`config.mk`:
```
export PLATFORM = sky130hd
export DESIGN_NAME = bounded_sorted_priority_queue_top
export DESIGN_NICKNAME = d
export VERILOG_FILES = /design/src/design/bsq_pkg.sv /design/src/design/bsq_cell.sv /design/src/design/bounded_sorted_priority_queue_top.sv
export SDC_FILE = /design/constraint.sdc
export NUM_CORES = 1
export LEC_CHECK = 0
export ABC_AREA = 1
export BUFFER_PORTS_ARGS = -buffer_cell sky130_fd_sc_hd__buf_4
export CELL_PAD_IN_SITES_DETAIL_PLACEMENT = 0
export CELL_PAD_IN_SITES_GLOBAL_PLACEMENT = 1
export CORE_UTILIZATION = 43
export DETAILED_ROUTE_END_ITERATION = 10
export PLACE_DENSITY = 0.81
export SYNTH_ARGS = -nofsm -noshare
export SYNTH_HDL_FRONTEND = slang
export SYNTH_SLANG_ARGS = --single-unit
```
`constraint.sdc`:
```
create_clock -name clk -period 2.4 [get_ports clk]
set_input_delay 0.12 -clock clk [delete_from_list [all_inputs] [get_ports clk]]
set_output_delay 0.12 -clock clk [all_outputs]
set_load 0.02 [all_outputs]
```
`src/design/bsq_pkg.sv`:
```
// ----------------------------------------------------------------------------
// bsq_pkg
// Shared types and constants for the bounded sorted priority queue.
// ----------------------------------------------------------------------------
package bsq_pkg;

	localparam int unsigned CAP_W = 5;
	localparam logic [CAP_W-1:0] CAP_RESET = 5'd10;

	localparam logic FUNC_INSERT  = 1'b0;
	localparam logic FUNC_EXTRACT = 1'b1;

	typedef enum logic [1:0] {
		ST_INSERTED  = 2'd0,
		ST_DROPPED   = 2'd1,
		ST_EXTRACTED = 2'd2,
		ST_EMPTY     = 2'd3
	} status_t;

	// operation applied to every cell in the same cycle
	typedef struct packed {
		logic ins;
		logic ext;
	} cmd_t;

endpackage

```
`src/design/bsq_cell.sv`:
```
// ----------------------------------------------------------------------------
// bsq_cell
// One slot of the sorted shift chain: holds an entry, keeps it, takes the
// new entry, takes its left neighbour's entry on insert or its right
// neighbour's entry on extract.
// ----------------------------------------------------------------------------
module bsq_cell #(
	parameter int unsigned RANK_BITS = 8,
	parameter int unsigned TAG_BITS  = 8
) (
	input  logic                 clk,
	input  logic                 arst_n,
	input  bsq_pkg::cmd_t        cmd,
	input  logic [RANK_BITS-1:0] new_rank,
	input  logic [TAG_BITS-1:0]  new_tag,
	input  logic                 left_valid,
	input  logic                 left_keep,
	input  logic [RANK_BITS-1:0] left_rank,
	input  logic [TAG_BITS-1:0]  left_tag,
	input  logic                 right_valid,
	input  logic [RANK_BITS-1:0] right_rank,
	input  logic [TAG_BITS-1:0]  right_tag,
	output logic                 valid,
	output logic                 keep,
	output logic [RANK_BITS-1:0] rank,
	output logic [TAG_BITS-1:0]  tag
);

	logic                 valid_q;
	logic [RANK_BITS-1:0] rank_q;
	logic [TAG_BITS-1:0]  tag_q;

	// ties stay ahead of the new entry
	assign keep  = valid_q && (rank_q >= new_rank);
	assign valid = valid_q;
	assign rank  = rank_q;
	assign tag   = tag_q;

	always_ff @(posedge clk or negedge arst_n) begin
		if (!arst_n) begin
			valid_q <= 1'b0;
		end else if (cmd.ins) begin
			valid_q <= valid_q | left_valid;
		end else if (cmd.ext) begin
			valid_q <= right_valid;
		end
	end

	always_ff @(posedge clk) begin
		if (cmd.ins && !keep) begin
			if (left_keep) begin
				rank_q <= new_rank;
				tag_q  <= new_tag;
			end else begin
				rank_q <= left_rank;
				tag_q  <= left_tag;
			end
		end else if (cmd.ext) begin
			rank_q <= right_rank;
			tag_q  <= right_tag;
		end
	end

endmodule

```
`src/design/bounded_sorted_priority_queue_top.sv`:
```
// ----------------------------------------------------------------------------
// bounded_sorted_priority_queue_top
// Bounded priority queue kept sorted by rank in a chain of shift cells.
// ----------------------------------------------------------------------------
// Commands enter on start with func, rank and tag; busy stays low, so a
// command is taken on every cycle that start is high.
// func insert places the entry behind all entries of equal or higher rank;
// func extract removes the head entry. Every cell compares and shifts in
// the same cycle, so one command per cycle is sustained.
// Each command gives one result beat in the next cycle: done is high for one
// cycle with status, out_tag, out_rank and occupancy. The receiver cannot
// stall, so the result must be taken in that cycle.
// Inserts beyond min(capacity, DEPTH) entries are dropped with a status.
// capacity is written through wr_en and wr_data; the user must write it only
// while no command is in flight (not enforced); capacity resets to 10.
// Reset empties the queue at once (cell valid bits clear); there is no
// clearing pass.
// ----------------------------------------------------------------------------
module bounded_sorted_priority_queue_top #(
	parameter int unsigned DEPTH     = 16,
	parameter int unsigned RANK_BITS = 8,
	parameter int unsigned TAG_BITS  = 8
) (
	input  logic                        clk,
	input  logic                        arst_n,
	input  logic                        start,
	output logic                        busy,
	input  logic                        func,
	input  logic [RANK_BITS-1:0]        rank,
	input  logic [TAG_BITS-1:0]         tag,
	input  logic                        wr_en,
	input  logic [bsq_pkg::CAP_W-1:0]   wr_data,
	output logic                        done,
	output logic [1:0]                  status,
	output logic [TAG_BITS-1:0]         out_tag,
	output logic [RANK_BITS-1:0]        out_rank,
	output logic [$clog2(DEPTH+1)-1:0]  occupancy
);

	localparam int unsigned CNT_W = $clog2(DEPTH + 1);
	localparam int unsigned CMP_W = (CNT_W > bsq_pkg::CAP_W) ? CNT_W : bsq_pkg::CAP_W;

	logic [bsq_pkg::CAP_W-1:0] cap_q;
	logic [CNT_W-1:0]          count_q;
	logic                      done_q;
	bsq_pkg::status_t          status_q;
	logic [TAG_BITS-1:0]       out_tag_q;
	logic [RANK_BITS-1:0]      out_rank_q;
	logic [CNT_W-1:0]          occ_q;

	logic                      accept;
	logic                      full;
	logic                      empty;
	bsq_pkg::cmd_t             cmd;
	logic [CNT_W-1:0]          count_d;
	bsq_pkg::status_t          status_d;

	logic [DEPTH-1:0]          cell_valid;
	logic [DEPTH-1:0]          cell_keep;
	logic [RANK_BITS-1:0]      cell_rank [DEPTH];
	logic [TAG_BITS-1:0]       cell_tag  [DEPTH];

	assign busy   = 1'b0;
	assign accept = start && !busy;
	assign empty  = !cell_valid[0];
	assign full   = (CMP_W'(count_q) >= CMP_W'(cap_q)) || (count_q == CNT_W'(DEPTH));

	always_comb begin
		cmd.ins  = 1'b0;
		cmd.ext  = 1'b0;
		count_d  = count_q;
		status_d = bsq_pkg::ST_EMPTY;
		if (func == bsq_pkg::FUNC_INSERT) begin
			if (full) begin
				status_d = bsq_pkg::ST_DROPPED;
			end else begin
				status_d = bsq_pkg::ST_INSERTED;
				cmd.ins  = accept;
				count_d  = count_q + CNT_W'(1);
			end
		end else if (!empty) begin
			status_d = bsq_pkg::ST_EXTRACTED;
			cmd.ext  = accept;
			count_d  = count_q - CNT_W'(1);
		end
	end

	genvar g;
	generate
		for (g = 0; g < DEPTH; g++) begin : g_cell
			logic                 lv;
			logic                 lk;
			logic [RANK_BITS-1:0] lr;
			logic [TAG_BITS-1:0]  lt;
			logic                 rv;
			logic [RANK_BITS-1:0] rr;
			logic [TAG_BITS-1:0]  rt;

			if (g == 0) begin : g_head
				assign lv = 1'b1;
				assign lk = 1'b1;
				assign lr = '0;
				assign lt = '0;
			end else begin : g_body
				assign lv = cell_valid[g-1];
				assign lk = cell_keep[g-1];
				assign lr = cell_rank[g-1];
				assign lt = cell_tag[g-1];
			end

			if (g == DEPTH - 1) begin : g_tail
				assign rv = 1'b0;
				assign rr = '0;
				assign rt = '0;
			end else begin : g_inner
				assign rv = cell_valid[g+1];
				assign rr = cell_rank[g+1];
				assign rt = cell_tag[g+1];
			end

			bsq_cell #(
				.RANK_BITS (RANK_BITS),
				.TAG_BITS  (TAG_BITS)
			) u_cell (
				.clk         (clk),
				.arst_n      (arst_n),
				.cmd         (cmd),
				.new_rank    (rank),
				.new_tag     (tag),
				.left_valid  (lv),
				.left_keep   (lk),
				.left_rank   (lr),
				.left_tag    (lt),
				.right_valid (rv),
				.right_rank  (rr),
				.right_tag   (rt),
				.valid       (cell_valid[g]),
				.keep        (cell_keep[g]),
				.rank        (cell_rank[g]),
				.tag         (cell_tag[g])
			);
		end
	endgenerate

	always_ff @(posedge clk or negedge arst_n) begin
		if (!arst_n) begin
			cap_q   <= bsq_pkg::CAP_RESET;
			count_q <= '0;
			done_q  <= 1'b0;
		end else begin
			if (wr_en) begin
				cap_q <= wr_data;
			end
			if (accept) begin
				count_q <= count_d;
			end
			done_q <= accept;
		end
	end

	// result beat
	always_ff @(posedge clk) begin
		if (accept) begin
			status_q   <= status_d;
			occ_q      <= count_d;
			out_tag_q  <= cmd.ext ? cell_tag[0] : '0;
			out_rank_q <= cmd.ext ? cell_rank[0] : '0;
		end
	end

	assign done      = done_q;
	assign status    = status_q;
	assign out_tag   = out_tag_q;
	assign out_rank  = out_rank_q;
	assign occupancy = occ_q;

`ifndef SYNTHESIS
	a_count_matches_cells: assert property (@(posedge clk) disable iff (!arst_n)
		$countones(cell_valid) == int'(count_q))
		else $error("entry count differs from occupied cells");

	a_cells_packed: assert property (@(posedge clk) disable iff (!arst_n)
		(cell_valid & (cell_valid + DEPTH'(1))) == '0)
		else $error("occupied cells not packed at the head");

	a_beat_follows_cmd: assert property (@(posedge clk) disable iff (!arst_n)
		accept |=> done && (occupancy == count_q))
		else $error("result beat missing or occupancy stale");

	a_no_overflow: assert property (@(posedge clk) disable iff (!arst_n)
		cmd.ins |-> (count_q < CNT_W'(DEPTH)) && !cell_valid[DEPTH-1])
		else $error("insert into a full chain");
`endif

endmodule

```
Word level (Yosys, flattened, before mapping):

Index checks and enable logic that the tools add are counted.

* bits of input ports: 26
* flip-flop bits (word level): 306

* muxes and demuxes: 135
* reductions and logical operators: 66
* eq/ne operators: 1
* bitwise logic cells: 15
* add/subtract/negate cells: 2
* order comparisons: 17

Operator list (number)
* two-way mux 8 bit: 93
* >= comparator 8 bit: 16
* two-way mux 1 bit: 38
* nonzero test 2 bit: 17
* logical AND 1 bit: 32
* zero test 1 bit: 16
* two-way mux 5 bit: 3
* bitwise OR 1 bit: 15
* adder 5 x 1 -> 5 bit (second input constant): 1
* equality test 5 bit (second input constant): 1
* >= comparator 5 bit: 1
* subtractor 5 x 1 -> 5 bit (second input constant): 1
* two-way mux 2 bit: 1
* logical OR 1 bit: 1

Longest topological paths before layout:

Gate-level depths: netlist (run 1).

* word-level depth: 6
* mapped depth: 16

Modules after synthesis:

Synthesis (run 1) repeated with hierarchy kept, for this count alone.

* cells, all modules: 2282
* area, all modules: 20871.3 um^2

By module, submodules not included
* bsq_cell: sequential area each 505.5 um^2, times used 16, cells each 131, area an instance 1199.9 um^2
* bounded_sorted_priority_queue_top: sequential area each 968.4 um^2, times used 1, cells each 186, area an instance 1672.9 um^2

Worst setup path before layout (run 1):

OpenSTA, ideal clock, no wires.

* path kind: input -> register
* start: input port rank[7]
* end: register g_cell[14].u_cell.rank_q[0] (enable)
* stages: 11
* data required time: 2.028 ns
* arrival: 2.674 ns
* path slack: -0.645 ns
* path through: clkbuf_1 > clkbuf_1 > inv_1 > ha_1 > a21oi_1 > o21a_1 > nand3_1 > nand2_2 > nand2_1 > buf_4 > nand2_1

* cells in the longest elaborated chain, start to end: 5

RTL lines
* from (decl): line bounded_sorted_priority_queue_top.sv:29 `input logic [RANK_BITS-1:0] rank,`
* >= comparator 8 bit: line bsq_cell.sv:34 `assign keep = valid_q && (rank_q >= new_rank);`
* logical AND 1 bit: line bsq_cell.sv:34
* zero test 1 bit: line bsq_cell.sv:50 `if (cmd.ins && !keep) begin`
* logical AND 1 bit: line bsq_cell.sv:50
* nonzero test 2 bit (no source line)
* to (signal assigned): line bsq_cell.sv:52 `rank_q <= new_rank;`
* to (signal assigned): line bsq_cell.sv:55 `rank_q <= left_rank;`
* to (signal assigned): line bsq_cell.sv:59 `rank_q <= right_rank;`
* to (decl): line bsq_cell.sv:30 `logic [RANK_BITS-1:0] rank_q;`

No other way between the ends.
A chain may end at the register's enable or synchronous reset.

Worst setup path after layout (run 1):

* start: register cap_q[3] in the netlist's numbering
* end: register g_cell[2].u_cell.tag_q[1] (data pin)

* cells in the longest elaborated chain, start to end: 6

RTL lines
* from (decl): line bounded_sorted_priority_queue_top.sv:43 `logic [bsq_pkg::CAP_W-1:0] cap_q;`
* from (signal assigned): line bounded_sorted_priority_queue_top.sv:147 `cap_q <= bsq_pkg::CAP_RESET;`
* from (signal assigned): line bounded_sorted_priority_queue_top.sv:152 `cap_q <= wr_data;`
* >= comparator 5 bit: line bounded_sorted_priority_queue_top.sv:66 `assign full = (CMP_W'(count_q) >= CMP_W'(cap_q)) || (count_q == CNT_W'(DEPTH));`
* logical OR 1 bit: line bounded_sorted_priority_queue_top.sv:66
* two-way mux 1 bit: line bounded_sorted_priority_queue_top.sv:74 `if (full) begin`
* two-way mux 1 bit: line bounded_sorted_priority_queue_top.sv:73 `if (func == bsq_pkg::FUNC_INSERT) begin`
* logical AND 1 bit: line bsq_cell.sv:50
* two-way mux 8 bit: line bsq_cell.sv:50
* to (signal assigned): line bsq_cell.sv:53 `tag_q <= new_tag;`
* to (signal assigned): line bsq_cell.sv:56 `tag_q <= left_tag;`
* to (signal assigned): line bsq_cell.sv:60 `tag_q <= right_tag;`
* to (decl): line bsq_cell.sv:31 `logic [TAG_BITS-1:0] tag_q;`

No other way between the ends.

==> reports/results.md, run 1 <==
- run status: complete, no violations
- final std cells w/o fill: 3,279
- Crit Path Category: reg2reg
- synthesis-to-finish area growth: 15.3%
- maximum operating frequency: 438 MHz
- Num CTS Buffers: 40
- Crit. Startpoint: cap_q[3]
- Setup TNS Final: 0 ns
- Sequential Power Share: 37.2%
- library cells used by synthesis: 37
- Worst Hold Slack: 0.100 ns
- type of element launching the critical path: flip-flop
- via count of the first global-routing pass: 17,200
- synthesized instance count: 2,580
- antenna violations before repair: 1
- final setup slack of the worst path: 0.117 ns
- initial cell density of the core: 43.5%
- post-synth top area cell: edfxtp_1
- first-pass GRT wire length: 93,700 um
- Antenna Diode Count: 0
- count of warnings emitted by yosys: 0
- routability cong.: 0.854
- worst vdd rail ir drop: 0.000551 V
- clock root buffer: clkbuf_16
- Slew Limit Headroom: 45.4%
- post-synth design cell area: 19,700 sq um
- biggest fanout along the worst timing path: 16
- clock group share of total power: 20.2%
- number of violations reported at the end of detailed-routing iteration 0: 1,202
- CP endpoint kind: flip-flop
- Synth top area share: 42.5%
- combinational share of power: 42.6%
- Avg Cell Area, Syn: 7.63 sq um
- source of the worst register-to-register timing path: cap_q[3]
- clock sink count: 306
- first-pass iteration count of the detailed router: 5
- transition time at the pin with the least slew margin: 0.819 ns
- sequential element share of the synthesized area: 46.0%
- Setup Skew: 0.0228 ns
- Hold Crit Start: rank[5]
- LEAKAGE: 0.0112 uW
- detailed-route wire length per cell: 18.0 um
- Row Count: 78
- core area: 45,300 sq um
- worst endpoint required time: 2.73 ns
- number of placed I/O pins: 51
- combined global-route utilization of all metal layers: 25.6%
- buffers added on ports: 49
- final count of negative-setup-slack endpoints: 0
- setup slack after placement: 0.0363 ns
- final period utilization: 95.1%
- maxcap violations: 0
- count of vias placed by the detailed router: 17,400
- unrepaired setup endpoints after global routing: yes
- Vias/cell: 5.29
- Fill cells: 4,500
- total count of max-transition violations in the final report: 0
- Min-Delay Path Class: in2reg
- Congestion Overflow GR: 0
- Tmin final: 2.28 ns
- x dimension of the die: 216 um
- final-report hold violation count: 0
- ratio of cells with drive above 1 in the final layout: 10.2%
- antenna viol nets, final: 0
- Synth Net Count: 2,742
- half-perimeter wire length after placement: 42,300 um
- clock latency of the later-clocked register in the worst-skew pair: 0.58 ns
- clock slew seen by the registers of the worst setup and hold paths: 0.06 ns
- Data arrival, critical path: 2.61 ns
- pin count of the biggest net entering global routing: 42
- switching power: 11,700 uW
- Die Outline Area: 46,700 sq um
- number of buffers on the longest clock path: 3
- Int Power: 15,900 uW
- vertical extent of the die: 216 um
- DRC violations left: 0
- Power per Cell Area: 1220 nW/um^2
- H-tree level count: 2
- number of synthesized register bits: 306
- nets@finish: 2,814
- Post-Place Cells: 3,188
- top area cells in the synthesized netlist: edfxtp_1, nand2_1, ha_1
- switching share of total power: 42.4%
- total length of routed wires: 59,000 um
- clock tree from TritonCTS: yes
==> layer usage <==
metal | GRT usage [%] | share of wire (%) | vias up | wire length (um)
li1 | - | - | 8536 | -
met1 | 33.0 | 44 | 8232 | 25700
met2 | 42.9 | 48 | 457 | 28100
met3 | 4.07 | 5.4 | 131 | 3190
met4 | 9.86 | 3.5 | 0 | 2060
met5 | 0 | 0 | - | 0
==> worst paths after layout <==
| kind | slack, ns | to | cells past startpoint |
|---|---|---|---|
| worst max-delay path | 0.12 | g_cell[2].u_cell.tag[1] | 11 |
| worst min-delay path | 0.10 | g_cell[0].u_cell.rank[5] | 4 |
| worst max register to register | 0.12 | g_cell[2].u_cell.tag[1] | 11 |
| worst min register to register | 0.52 | g_cell[14].u_cell.tag[1] | 2 |
| max in group asynchronous | 0.96 | count_q[2] | 4 |
| min in group asynchronous | 0.57 | g_cell[0].u_cell.valid | 3 |
==> synth_stat cells <==
master and number:
a21o_1 1, a21oi_1 56, a21oi_4 11, a22o_1 1
and2_1 1, and3_1 1, buf_1 8, buf_2 44
buf_4 2, buf_6 1, buf_8 1, clkbuf_1 81
conb_1 1, dfrtp_1 25, dfstp_2 2, edfxtp_1 279
ha_1 136, inv_1 119, inv_2 2, mux2_2 1
nand2_1 1413, nand2_2 1, nand2_4 10, nand3_1 278
nand3_2 1, nand3b_1 1, nand4_1 6, nand4_4 1
nor2_1 51, nor2_4 1, nor3_1 1, o211ai_1 10
o21a_1 15, o21ai_0 15, o21ai_1 1, o21bai_1 1
xor2_1 1
==> per-stage QoR <==
| step | util [%] | area (sq um) | total power [uW] |
|---|---|---|---|
| 6_report | 50.1 | 22700 | 27700 |
| 4_1_cts | 49.8 | 22600 | 27600 |
| 2_1_floorplan | - | 19800 | 18100 |
| 3_5_place_dp | 46.8 | 21200 | 21900 |
| 5_1_grt | 50.1 | 22700 | 29800 |
| 3_3_place_gp | 46.8 | 21200 | 21500 |
==> what timing repair did <==
action                                  CTS  global route
hold buffers                             19             0
resized for setup                         0            17
endpoints found under the hold margin    37             0
buffers inserted                          0             1
endpoints found under the setup margin    0           235
==> power groups by stage <==
| stage | Combinational, uW | Clock (uW) | Sequential (uW) |
|---|---|---|---|
| floorplan | 8550 | 0 | 9550 |
| global placement | 11200 | 0 | 10400 |
| detailed placement | 11600 | 0 | 10300 |
| CTS | 11700 | 5680 | 10300 |
| global route | 13500 | 5890 | 10400 |
| finish | 11800 | 5600 | 10300 |
==> area by class of cell <==
type	instances	area [sq um]	area share, %
Multi-Input combinational cell	2017	9800	43.2
Tap cell	600	751	3.31
Inverter	121	459	2.02
Sequential cell	306	9060	39.9
Timing Repair Buffer	166	1460	6.43
Clock buffer	49	1060	4.65
Clock inverter	20	121	0.535
==> flip-flops by register name (all words and copies together) (netlist names) <==
signal and count:
g_cell.u_cell.rank 128, g_cell.u_cell.tag 128, g_cell.u_cell.valid 16, out_rank 8, out_tag 8, cap_q 5
count_q 5, occupancy 5, status 2, done 1
==> cell families after synthesis <==
| kind of cell | Yosys count | share of synthesized area (%) |
|---|---|---|
| AOI/OAI and AO/OA | 111 | 3.81 |
| xor gates and xnor gates | 1 | 0.0445 |
| adders and majority gates | 136 | 8.64 |
| buffers and inverters | 258 | 5.33 |
| DFF | 306 | 46.0 |
| muxes | 1 | 0.0572 |
| other | 1 | 0.0190 |
| and+or+nand+nor | 1766 | 36.1 |
==> layout by cell type, fill, tap and decap left out, types with 11 or more instances in the layout <==
cell type      synthesis  final
edfxtp_1             279    279
dlygate4sd3_1          0     19
nand2_4               10     21
a21oi_4               11     11
a21oi_1               56     56
buf_12                 0     11
nand3_1              278    277
o21ai_0               15     15
inv_1                119    112
nand2_1             1413   1380
clkbuf_16              0     42
dfrtp_1               25     25
nor2_1                51     51
ha_1                 136    136
buf_4                  2    132
nand2_2                1     20
o21a_1                15     15
==> worst max-delay path, cell delays in order (launching register included) <==
cell	delay (ns)
dfstp_2	0.51
inv_1	0.05
ha_1	0.30
and3_1	0.17
nand2_1	0.12
nand4_4	0.15
clkinv_4	0.12
buf_12	0.18
nand2_1	0.14
buf_6	0.19
nand2_1	0.07
nand2_1	0.06
No activity file was read; power rests on OpenSTA's default activity.
==> run 2, diff against run 1 <==
- MAX_ROUTING_LAYER: not set -> met4
==> reports/results.md, run 2 (synthesis results as in run 1) <==
- Tmin final: 2.27 ns
- vertical extent of the die: 216 um
- nets@finish: 2,818
- Antenna Diode Count: 0
- met3 GRT Util: 3.03%
- clock root buffer: clkbuf_16
- Congestion Overflow GR: 0
- clock slew seen by the registers of the worst setup and hold paths: 0.06 ns
- half-perimeter wire length after placement: 42,500 um
- GR met1 Demand/Resource: 33.0%
- Post-DP Area: 21,200 sq um
- number of buffers on the longest clock path: 3
- maximum operating frequency: 441 MHz
- first-pass iteration count of the detailed router: 7
- H-tree level count: 2
- clock sink count: 306
- final count of negative-setup-slack endpoints: 0
- pin count of the biggest net entering global routing: 42
- Num CTS Buffers: 39
- number of placed I/O pins: 51
- run status: complete, no violations
- number of violations reported at the end of detailed-routing iteration 0: 1,284
- ratio of cells with drive above 1 in the final layout: 10.4%
- via count of the first global-routing pass: 17,000
- worst vdd rail ir drop: 0.000639 V
- final std cells w/o fill: 3,287
- Power per Cell Area: 1230 nW/um^2
- clock tree from TritonCTS: yes
- total length of routed wires: 59,300 um
- layer carrying the most global-route usage: met2
- clock latency of the later-clocked register in the worst-skew pair: 0.57 ns
- Design Area, Final: 22,900 sq um
- Crit Path Category: reg2reg
- count of vias placed by the detailed router: 17,500
- first-pass GRT wire length: 93,000 um
- x dimension of the die: 216 um
- met2 track demand over resource in global routing: 43.1%
- Fill cells: 4,387
- leading cell type in the layout, fill and taps excluded: nand2_1
- detailed-route wire length per cell: 18.0 um
- Row Count: 78
- core area: 45,300 sq um
- combined global-route utilization of all metal layers: 26.2%
- routability cong.: 0.868
- Data arrival, critical path: 2.70 ns
- biggest fanout along the worst timing path: 23
- Setup Skew: 0.0242 ns
- synthesis-to-finish area growth: 16.3%
- antenna violations before repair: 0
- final design utilization: 50.6%
- CP endpoint kind: flip-flop
- initial cell density of the core: 43.5%
- Post-Place Cells: 3,188
- Min-Delay Path Class: in2reg
- DRC violations left: 0
- Die Outline Area: 46,700 sq um
- Vias/cell: 5.31
- LEAKAGE: 0.0113 uW
- unrepaired setup endpoints after global routing: yes
- total count of max-transition violations in the final report: 0
- commonest non-fill, non-tap cells in the layout: nand2_1, edfxtp_1, nand3_1, ha_1, buf_4
- maxcap violations: 0
- antenna viol nets, final: 0
- Slew Limit Headroom: 46.8%
- type of element launching the critical path: flip-flop
- final-report hold violation count: 0
- final period utilization: 94.6%
- buffers added on ports: 49
- Worst Hold Slack: 0.104 ns
- Setup TNS Final: 0 ns
- transition time at the pin with the least slew margin: 0.798 ns
- worst endpoint required time: 2.83 ns
==> run 2: area by class of cell <==
class                   instances  area (sq um)  area share (%)
multi-input cells            2017          9790            42.8
flip-flops and latches        306          9060            39.5
repair buffers                171          1570            6.85
clock buffers                  51          1040            4.55
well taps                     600           751            3.28
inverters                     121           459            2.00
clock inverters                21           239            1.04
==> run 2: final timing paths <==
kind / start / to / slack (ns) / depth (start not counted)
worst max-delay path: cap_q[3] / g_cell[6].u_cell.tag[2] / 0.13 / 9
worst min-delay path: tag[4] / g_cell[0].u_cell.tag[4] / 0.10 / 3
worst max register to register: cap_q[3] / g_cell[6].u_cell.tag[2] / 0.13 / 9
worst min register to register: g_cell[15].u_cell.tag[4] / g_cell[14].u_cell.tag[4] / 0.53 / 2
max in group asynchronous: arst_n / g_cell[3].u_cell.valid / 0.61 / 4
min in group asynchronous: arst_n / g_cell[4].u_cell.valid / 0.50 / 3
==> run 2: through the flow <==
step,setup slack [ns],power [uW]
floorplan,-0.0531,18100
global placement,0.0722,21500
detailed placement,0.0241,21900
CTS,0.0210,28000
global route,-0.0250,30300
finish,0.130,28200
==> run 2: where the power goes <==
group / switching, uW / internal [uW]
combinational: 7680 / 4210
sequential: 1710 / 8580
clock: 2360 / 3600
total: 11800 / 16400
==> run 2: what timing repair did <==
action / in CTS / in global routing
gates resized for setup: 0 / 19
setup buffers: 0 / 5
hold buffers: 19 / 0
hold endpoints to repair: 37 / 0
setup endpoints to repair: 0 / 307
==> run 2: routing by layer <==
layer,vias up,routed length [um]
li1,8555,-
met4,0,2070
met2,491,28700
met3,143,3070
met1,8273,25400
met5,-,0
==> run 2: worst max-delay path, cell delays in order, from the launching register on <==
cell and delay, ns:
dfstp_2 0.51, inv_1 0.05, ha_1 0.30, and3_1 0.16, nand2_1 0.12, nand4_4 0.15
buf_12 0.22, a21oi_4 0.38, nand2_1 0.14, nand2_1 0.09
